$ cat src/hw/rtl/i2p_pkg.sv
// Package for the infix to postfix converter.
// Holds character codes, result status codes and the operator classifier.
// No dependencies.
package i2p_pkg;

  localparam logic [7:0] CH_OPEN  = 8'h28;
  localparam logic [7:0] CH_CLOSE = 8'h29;
  localparam logic [7:0] CH_NONE  = 8'h00;

  localparam logic [1:0] ST_OK        = 2'd0;
  localparam logic [1:0] ST_OVERFLOW  = 2'd1;
  localparam logic [1:0] ST_UNMATCHED = 2'd2;

  typedef logic [7:0] symbol_t;
  typedef logic [1:0] status_t;

  function automatic logic is_operator(input symbol_t sym);
    return sym inside {"+", "-", "*", "/", "<", ">", "!", "~", "@", "#", "$", "%",
                       "^", "&", "("};
  endfunction

endpackage

$ cat src/hw/rtl/infix_to_postfix_stack.sv
// Infix to postfix converter, operator stack in a synchronous RAM (registered read).
// A plain character or an overflow result is held pending, then sent out; a push writes
// the RAM; each stack pop on a close parenthesis or at expression end reads the RAM,
// then makes a result. One input symbol in flight; output register decouples out_tready.
// Reset (rst_n low, synchronous) empties the stack and drops any pending word.
// Depends on i2p_pkg.
module infix_to_postfix_stack #(
  parameter int STACK_DEPTH = 32
) (
  input  logic        clk,
  input  logic        rst_n,
  input  logic        in_tvalid,
  output logic        in_tready,
  input  logic [7:0]  in_tdata,   // [7:0] symbol
  input  logic        in_tlast,   // expr_end
  output logic        out_tvalid,
  input  logic        out_tready,
  output logic [15:0] out_tdata,  // [7:0] out_symbol, [9:8] status, [15:10] zero
  output logic        out_tuser,  // run_last
  output logic        out_tlast   // expr_done
);
  import i2p_pkg::*;

  localparam int CW = $clog2(STACK_DEPTH + 1);
  localparam int AW = $clog2(STACK_DEPTH);

  localparam logic [2:0] S_IDLE       = 3'd0;
  localparam logic [2:0] S_CLOSE      = 3'd1;
  localparam logic [2:0] S_POP_WAIT   = 3'd2;
  localparam logic [2:0] S_FLUSH      = 3'd3;
  localparam logic [2:0] S_FLUSH_WAIT = 3'd4;
  localparam logic [2:0] S_FIN        = 3'd5;

  logic [2:0]    state_r, state_nxt;
  logic [CW-1:0] count_r, count_nxt, count_dec;
  logic          last_r, last_nxt;
  logic          pend_valid_r, pend_valid_nxt;
  symbol_t       pend_sym_r, pend_sym_nxt;
  status_t       pend_stat_r, pend_stat_nxt;

  logic          out_valid_r;
  symbol_t       out_sym_r;
  status_t       out_stat_r;
  logic          out_run_r, out_done_r;

  logic          out_free, res_ok;
  logic          out_load;
  symbol_t       ld_sym;
  status_t       ld_stat;
  logic          ld_run, ld_done;
  logic          new_res;
  symbol_t       new_sym;
  status_t       new_stat;

  symbol_t       stack_mem [STACK_DEPTH];
  logic          we, re;
  symbol_t       rd_q;

  assign count_dec = count_r - CW'(1);
  assign out_free  = !out_valid_r || out_tready;
  assign res_ok    = !pend_valid_r || out_free;
  assign in_tready = (state_r == S_IDLE);

  always_comb begin
    state_nxt      = state_r;
    count_nxt      = count_r;
    last_nxt       = last_r;
    pend_valid_nxt = pend_valid_r;
    pend_sym_nxt   = pend_sym_r;
    pend_stat_nxt  = pend_stat_r;
    we             = 1'b0;
    re             = 1'b0;
    out_load       = 1'b0;
    ld_sym         = pend_sym_r;
    ld_stat        = pend_stat_r;
    ld_run         = 1'b0;
    ld_done        = 1'b0;
    new_res        = 1'b0;
    new_sym        = rd_q;
    new_stat       = ST_OK;

    case (state_r)
      S_IDLE: begin
        if (in_tvalid) begin
          last_nxt       = in_tlast;
          pend_valid_nxt = 1'b0;
          if (is_operator(in_tdata)) begin
            if (count_r >= CW'(STACK_DEPTH)) begin
              pend_valid_nxt = 1'b1;
              pend_sym_nxt   = in_tdata;
              pend_stat_nxt  = ST_OVERFLOW;
              state_nxt      = in_tlast ? S_FLUSH : S_FIN;
            end else begin
              we        = 1'b1;
              count_nxt = count_r + CW'(1);
              state_nxt = in_tlast ? S_FLUSH : S_IDLE;
            end
          end else if (in_tdata == CH_CLOSE) begin
            state_nxt = S_CLOSE;
          end else begin
            pend_valid_nxt = 1'b1;
            pend_sym_nxt   = in_tdata;
            pend_stat_nxt  = ST_OK;
            state_nxt      = in_tlast ? S_FLUSH : S_FIN;
          end
        end
      end
      S_CLOSE: begin
        if (count_r == '0) begin
          new_res  = 1'b1;
          new_sym  = CH_CLOSE;
          new_stat = ST_UNMATCHED;
          if (res_ok) begin
            state_nxt = S_FIN;
          end
        end else begin
          re        = 1'b1;
          count_nxt = count_dec;
          state_nxt = S_POP_WAIT;
        end
      end
      S_POP_WAIT: begin
        if (rd_q == CH_OPEN) begin
          state_nxt = last_r ? S_FLUSH : S_FIN;
        end else begin
          new_res = 1'b1;
          if (res_ok) begin
            state_nxt = S_CLOSE;
          end
        end
      end
      S_FLUSH: begin
        if (count_r == '0) begin
          state_nxt = S_FIN;
        end else begin
          re        = 1'b1;
          count_nxt = count_dec;
          state_nxt = S_FLUSH_WAIT;
        end
      end
      S_FLUSH_WAIT: begin
        new_res = 1'b1;
        if (res_ok) begin
          state_nxt = S_FLUSH;
        end
      end
      S_FIN: begin
        if (pend_valid_r) begin
          if (out_free) begin
            out_load       = 1'b1;
            ld_run         = 1'b1;
            ld_done        = last_r;
            pend_valid_nxt = 1'b0;
            state_nxt      = S_IDLE;
          end
        end else if (last_r) begin
          if (out_free) begin
            out_load  = 1'b1;
            ld_sym    = CH_NONE;
            ld_stat   = ST_OK;
            ld_run    = 1'b1;
            ld_done   = 1'b1;
            state_nxt = S_IDLE;
          end
        end else begin
          state_nxt = S_IDLE;
        end
      end
      default: begin
        state_nxt = S_IDLE;
      end
    endcase

    if (new_res && res_ok) begin
      if (pend_valid_r) begin
        out_load = 1'b1;
      end
      pend_valid_nxt = 1'b1;
      pend_sym_nxt   = new_sym;
      pend_stat_nxt  = new_stat;
    end
  end

  always_ff @(posedge clk) begin
    if (we) begin
      stack_mem[count_r[AW-1:0]] <= in_tdata;
    end
    if (re) begin
      rd_q <= stack_mem[count_dec[AW-1:0]];
    end
  end

  always_ff @(posedge clk) begin
    if (!rst_n) begin
      state_r      <= S_IDLE;
      count_r      <= '0;
      pend_valid_r <= 1'b0;
      out_valid_r  <= 1'b0;
    end else begin
      state_r      <= state_nxt;
      count_r      <= count_nxt;
      pend_valid_r <= pend_valid_nxt;
      if (out_load) begin
        out_valid_r <= 1'b1;
      end else if (out_tready) begin
        out_valid_r <= 1'b0;
      end
    end
  end

  always_ff @(posedge clk) begin
    last_r      <= last_nxt;
    pend_sym_r  <= pend_sym_nxt;
    pend_stat_r <= pend_stat_nxt;
    if (out_load) begin
      out_sym_r  <= ld_sym;
      out_stat_r <= ld_stat;
      out_run_r  <= ld_run;
      out_done_r <= ld_done;
    end
  end

  assign out_tvalid = out_valid_r;
  assign out_tdata  = {6'd0, out_stat_r, out_sym_r};
  assign out_tuser  = out_run_r;
  assign out_tlast  = out_done_r;

endmodule
$ cat config.mk
export PLATFORM = sky130hd
export DESIGN_NAME = infix_to_postfix_stack
export DESIGN_NICKNAME = d
export VERILOG_FILES = /design/src/hw/rtl/i2p_pkg.sv /design/src/hw/rtl/infix_to_postfix_stack.sv
export SDC_FILE = /design/constraint.sdc
export NUM_CORES = 1
export LEC_CHECK = 0
export BUFFER_PORTS_ARGS = -buffer_cell sky130_fd_sc_hd__buf_4
export CORE_UTILIZATION = 40
export CTS_BUF_LIST = sky130_fd_sc_hd__clkbuf_16
export DETAILED_ROUTE_END_ITERATION = 10
export SETUP_SLACK_MARGIN = 0.3
export SYNTH_ARGS = -nofsm -noshare
export SYNTH_HDL_FRONTEND = slang
export SYNTH_SLANG_ARGS = --single-unit
$ cat constraint.sdc
create_clock -name clk -period 9.4 [get_ports clk]
set_input_delay 0.47 -clock clk [delete_from_list [all_inputs] [get_ports clk]]
set_output_delay 0.47 -clock clk [all_outputs]
set_load 0.005 [all_outputs]
# Word-level counts from Yosys, hierarchy flattened
# Memory sizes are Yosys's and may differ from the RTL's. A register that Yosys moved wholly into a read port is not among the register bits.
# Cells that the tools add are included.
[op_classes]
addsub = 2
mul = 0
div_mod_pow = 0
magnitude_cmp = 1
eq_ne = 32
shifts = 0
muxes = 75
n_bitwise = 0
n_reduce_logical = 19
[op_table]
columns = ["op", "count"]
rows = [
  ["$eq A8 B6 Y1 const B", 14],
  ["$mux W8", 12],
  ["$mux W3", 14],
  ["$mux W1", 28],
  ["$mux W2", 13],
  ["$eq A8 B7 Y1 const B", 3],
  ["$mux W6", 4],
  ["$pmux W3 S6", 1],
  ["$reduce_bool A15 Y1", 1],
  ["$pmux W6 S2", 1],
  ["$ne A2 B2 Y1 const B", 4],
  ["$reduce_and A4 Y1", 2],
  ["$reduce_bool A2 Y1", 4],
  ["$add A6 B1 Y6 const B", 1],
  ["$eq A3 B2 Y1 const B", 2],
  ["$eq A3 B3 Y1 const B", 2],
  ["$ge A6 B6 Y1 const B", 1],
  ["$logic_not A6 Y1", 1],
  ["$ne A3 B2 Y1 const B", 2],
  ["$ne A3 B3 Y1 const B", 2],
  ["$sub A6 B1 Y6 const B", 1],
  ["$reduce_and A5 Y1", 1],
  ["$reduce_and A2 Y1", 2],
  ["$eq A3 B1 Y1 const B", 1],
  ["other kinds (10)", 12],
]
[totals]
regBits = 34
latch_bits = 0
ram_bits = 256
mem_bits_ro = 0
input_bits = 13
word_cells = 141
mem_count = 1
[mem_list]
columns = ["memory", "words", "width", "rd", "rd_ports_with_merged_regs", "write_ports", "line", "source"]
rows = [
  ["stack_mem", 32, 8, 1, 1, 1, "infix_to_postfix_stack.sv:55", "symbol_t stack_mem [STACK_DEPTH];"],
]

# Logic depth before layout (Yosys ltp)
[depth]
ltp_word = 9
ltp_mapped = 11
ltp_nobuf = 8

# Least setup slack after synthesis
# OpenSTA, ideal clock, no wires.
[synth_path]
path_type = "register -> register"
start = "register count_r[0]"
end = "register rd_q[0], read port of stack_mem, data pin"
setup_ps = 260
t_arrival_ps = 3033
required_time_ps = 9140
slack_ps = 6107
path_stages_with_launch = 10
path_buffers = 4
cell_sequence = "dfxtp_1 > buf_2 > clkbuf_1 > inv_1 > ha_1 > clkbuf_1 > buf_1 > mux4_2 > mux4_2 > mux2_2"
[synth_between]
elab_chain_cells = 3
[synth_lines]
columns = ["item", "line", "source"]
rows = [
  ["start: declaration", "infix_to_postfix_stack.sv:35", "logic [CW-1:0] count_r, count_nxt, count_dec;"],
  ["start signal: assignment", "infix_to_postfix_stack.sv:201", "count_r <= count_nxt;"],
  ["parallel branches: the longest is 3 deep, another holds $sub A6 B1 Y6", "--", ""],
  ["end: declaration", "infix_to_postfix_stack.sv:57", "symbol_t rd_q;"],
]
# Parallel ways; which one is timed is not known.
# A chain may end at the register's enable or synchronous reset.

# Final worst setup path
[layout_path]
start = "register state_r[2]"
end = "memory stack_mem[25][0] (netlist bit), enable pin"
[layout_between]
elab_chain_cells = 4
[layout_lines]
columns = ["item", "line", "source"]
rows = [
  ["start: declaration", "infix_to_postfix_stack.sv:34", "logic [2:0] state_r, state_nxt;"],
  ["start signal: assignment", "infix_to_postfix_stack.sv:200", "state_r <= state_nxt;"],
  ["$logic_not A3 Y1", "infix_to_postfix_stack.sv:82", "case (state_r)"],
  ["$mux W1", "infix_to_postfix_stack.sv:82", ""],
  ["$mux W1", "infix_to_postfix_stack.sv:185", "if (we) begin"],
  ["$mux W1 (not written as such)", "infix_to_postfix_stack.sv:186", "stack_mem[count_r[AW-1:0]] <= in_tdata;"],
  ["end: declaration", "infix_to_postfix_stack.sv:55", ""],
]
# Every way passes these cells.

==> flow_metrics.env <==
export IMPL_outcome="complete, no violations"
export IMPL_finalSetupViolCount=0
export IMPL_gpl_final_weighted_congestion=0.843
export IMPL_arrival_ps=3990
export IMPL_timing_final_ws_setup_ps=5530
export IMPL_chipWidth_um=177
export IMPL_post_route_drc_count=0
export IMPL_drt_iter0_drc=582
export IMPL_postSynth_asyncResetShare_pct=0
export IMPL_max_freq_mhz=258
export IMPL_cts_sinks=298
export IMPL_leakage_nw=4.29
export IMPL_setup_worst_path_start_class="flop"
export IMPL_postSynthRegisterBits=298
export IMPL_max_buffers_root_to_sink=3
export IMPL_placedCellCount=1039
export IMPL_grt_antenna_before_repair=0
export IMPL_critical_path_startpoint="state_r[2]$_SDFFE_PN0P_"
export IMPL_post_synth_inst_count=648
export IMPL_max_slew_margin_pct=22.1
export IMPL_timing_reg2reg_worst_path_depth=7
export IMPL_worstPathRequired_ps=9520
export IMPL_drt_wl_total_um=26200
export IMPL_timing_hold_violations_final=0
export IMPL_via_count_of_the_first_global_routing_pass=6269
export IMPL_syn2layout_area_growth_pct=13.2
export IMPL_largest_net_degree_at_the_start_of_global_routing=52
export IMPL_end_kind="flop"
export IMPL_placeableCoreArea_um2=29800
export IMPL_pre_cts_ws_ps=5330
export IMPL_timing_worst_slew_pin_value_ps=1160
export IMPL_wire_per_inst_um=23.9
export IMPL_predominant_post_synthesis_flop_cell="sky130_fd_sc_hd__edfxtp_1"
export IMPL_cts_hold_buf=0
export IMPL_critical_path_reg2reg_startpoint="state_r[2]$_SDFFE_PN0P_"
export IMPL_cap_violations=0
export IMPL_layoutNonFillerInstCount=1096
export IMPL_fin_setup_tns_ps=0
export IMPL_start_util_pct=40.9
export IMPL_clock_insertion_delay_worst_skew_ps=520
export IMPL_synth_edff_count=287
export IMPL_synth_warnings=0
export IMPL_core_utilization_of_the_finished_layout_pct=46.4
export IMPL_part_of_the_yosys_area_used_for_sequential_elements_pct=72.5
export IMPL_tritoncts="yes"
export IMPL_grt_setup_unrepaired="no"
export IMPL_finalClockSkew_ps=22.6
export IMPL_post_cts_buffers=0
export IMPL_power_ir_vdd_worst_v=0.000127
export IMPL_vias_per_cell=5.64
export IMPL_detailed_place_hpwl_um=16300
export IMPL_io_pin_count=33
export IMPL_detail_route_antenna_nets=0
export IMPL_path_max_fanout=15
export IMPL_cts_resized=0
export IMPL_net_total_in_the_final_layout=702
export IMPL_drive_gt1_share_pct=25.2
export IMPL_cts_made_buffers=34
export IMPL_finalPower_w=0.00360
export IMPL_antennaDiodeCount=0
export IMPL_p_per_area_nw_per_um2=261
export IMPL_slew_violations=0
export IMPL_ff_to_ff_setup_slack_ps=5530
export IMPL_crit_end="stack_mem[25][0]$_DFFE_PP_"
export IMPL_critical_path_class="flop to flop"
export IMPL_detailedRoute_firstPassIterationCount=5
export IMPL_clockRootBuffer="sky130_fd_sc_hd__clkbuf_16"
export IMPL_port_buffers=26
export IMPL_netlist_cell_type_count=56
export IMPL_period_share_pct=41.2
export IMPL_num_rows=63
export IMPL_netlist_area_um2=12200
export IMPL_cts_clock_pin_slew_for_the_worst_setup_and_hold_paths_ps=50
export IMPL_syn_mean_instance_area_um2=18.8
export IMPL_grtUsageTotal_pct=17.5
export IMPL_layout_cells_most_common_list="287 x sky130_fd_sc_hd__edfxtp_1, 80 x sky130_fd_sc_hd__mux4_2, 41 x sky130_fd_sc_hd__nor2_1, 35 x sky130_fd_sc_hd__buf_4, 34 x sky130_fd_sc_hd__clkbuf_16"
export IMPL_layout_cells_most_common="sky130_fd_sc_hd__edfxtp_1"
export IMPL_route_vias_total=6180
export IMPL_htree_levels=2
export IMPL_die_h_um=177
export IMPL_timing_final_crit_period_ps=3870
export IMPL_rr_endpoint="stack_mem[25][0]$_DFFE_PP_"
export IMPL_grt_overflow_total=0
export IMPL_die_area_um2=31200
export IMPL_hold_path_class="input pin to flop"
export IMPL_wire_length_of_the_first_global_routing_pass_um=40000
report_power, final:
group	switching (W)	leakage, nW	internal [W]
registers	0.0000570	2.68	0.00156
logic	0.000427	1.09	0.000365
clock network	0.000507	0.522	0.000688
total	0.000991	4.29	0.00261
worst max-delay path, cell delays in order, from the launching register on:
cell                       delay, ps
sky130_fd_sc_hd__dfxtp_1         440
sky130_fd_sc_hd__nor3_1          390
sky130_fd_sc_hd__nand2_1         210
sky130_fd_sc_hd__inv_1           120
sky130_fd_sc_hd__nand2b_1         60
sky130_fd_sc_hd__a31oi_1         770
sky130_fd_sc_hd__nand2_1         470
sky130_fd_sc_hd__nor2_1         1000
worst min path at each step:
stage | slack, ps | endpoint | from | cells after the start
3_5_place_dp | 520 | out_stat_r[1]$_DFFE_PP_ | pend_stat_r[1]$_SDFFCE_PP0P_ | 1
6_report | 180 | last_r$_DFFE_PP_ | in_tlast | 1
3_3_place_gp | 510 | out_stat_r[1]$_DFFE_PP_ | pend_stat_r[1]$_SDFFCE_PP0P_ | 1
5_1_grt | 170 | last_r$_DFFE_PP_ | in_tlast | 1
4_1_cts | 160 | last_r$_DFFE_PP_ | in_tlast | 1
2_1_floorplan | 510 | out_stat_r[0]$_DFFE_PP_ | pend_stat_r[0]$_SDFFCE_PN0P_ | 1
flip-flops by register name (all words and copies together) (netlist names), 2 cells and up:
signal,count
pend_sym_r,8
out_sym_r,8
state_r,3
stack_mem,256
pend_stat_r,2
out_stat_r,2
rd_q,8
count_r,6
cell usage after synthesis (2+ instances only):
master / n / area, um2
sky130_fd_sc_hd__o31ai_1: 4 / 30.0
sky130_fd_sc_hd__nand2b_1: 6 / 37.5
sky130_fd_sc_hd__buf_2: 11 / 55.1
sky130_fd_sc_hd__nand3b_1: 3 / 22.5
sky130_fd_sc_hd__mux2_2: 8 / 90.1
sky130_fd_sc_hd__ha_1: 4 / 50.1
sky130_fd_sc_hd__nor3_1: 12 / 60.1
sky130_fd_sc_hd__and2_1: 2 / 12.5
sky130_fd_sc_hd__o31a_1: 2 / 17.5
sky130_fd_sc_hd__a211oi_1: 3 / 22.5
sky130_fd_sc_hd__o21ai_0: 16 / 80.1
sky130_fd_sc_hd__o21a_1: 2 / 15.0
sky130_fd_sc_hd__or3b_2: 2 / 17.5
sky130_fd_sc_hd__nor2_1: 41 / 154
sky130_fd_sc_hd__buf_4: 6 / 45.0
sky130_fd_sc_hd__nor4_1: 3 / 18.8
sky130_fd_sc_hd__edfxtp_1: 287 / 8620
sky130_fd_sc_hd__and4_1: 2 / 17.5
sky130_fd_sc_hd__mux2i_1: 2 / 20.0
sky130_fd_sc_hd__a31oi_1: 6 / 37.5
sky130_fd_sc_hd__inv_1: 7 / 26.3
sky130_fd_sc_hd__nand3_1: 12 / 60.1
sky130_fd_sc_hd__nand4_1: 2 / 12.5
sky130_fd_sc_hd__xnor2_1: 3 / 26.3
sky130_fd_sc_hd__nor2b_1: 19 / 119
sky130_fd_sc_hd__dfxtp_1: 11 / 220
sky130_fd_sc_hd__a41o_1: 2 / 20.0
sky130_fd_sc_hd__or3_1: 3 / 18.8
sky130_fd_sc_hd__xor2_1: 2 / 17.5
sky130_fd_sc_hd__and3_1: 3 / 18.8
sky130_fd_sc_hd__mux4_2: 80 / 1800
sky130_fd_sc_hd__buf_6: 2 / 22.5
sky130_fd_sc_hd__nand2_1: 31 / 116
sky130_fd_sc_hd__a21oi_1: 8 / 40.0
sky130_fd_sc_hd__clkbuf_1: 19 / 71.3
sky130_fd_sc_hd__nor4b_1: 2 / 17.5
stage by stage:
stage,hold WS [ps],cell area (um2)
6_report,183,13800
5_1_grt,175,13800
4_1_cts,160,13800
3_5_place_dp,524,12800
3_3_place_gp,513,12800
2_1_floorplan,509,12200
cell type report:
class	count	area, um2
fill	2508	16000
multi-input combinational	309	3190
tap	390	488
inverter	7	26.3
clock buffer	34	851
sequential	298	8840
clock inverter	23	155
timing repair buffer	35	263
kinds of logic (layout without fill, tap and decap cells):
logic type               after synthesis  in the layout  share of synthesized area, %
AO/OA/AOI/OAI                         56             56                          3.10
XOR/XNOR                               5              5                         0.359
adder cells (fa/ha/maj)                4              4                         0.410
buffers and inverters                 46             99                          1.84
flip-flops                           298            298                          72.5
multiplexers                          90             90                          15.7
other                                  1              6                        0.0307
AND/OR/NAND/NOR                      148            148                          6.14
layer usage:
metal | wire length [um] | part of all wire (%) | track usage [%]
met1 | 11200 | 43 | 25.0
met2 | 12400 | 47 | 26.9
met3 | 1860 | 7.1 | 3.63
met4 | 725 | 2.8 | 5.75
met5 | 0 | 0 | 0
Note: power is estimated with default switching activity, not from simulation.
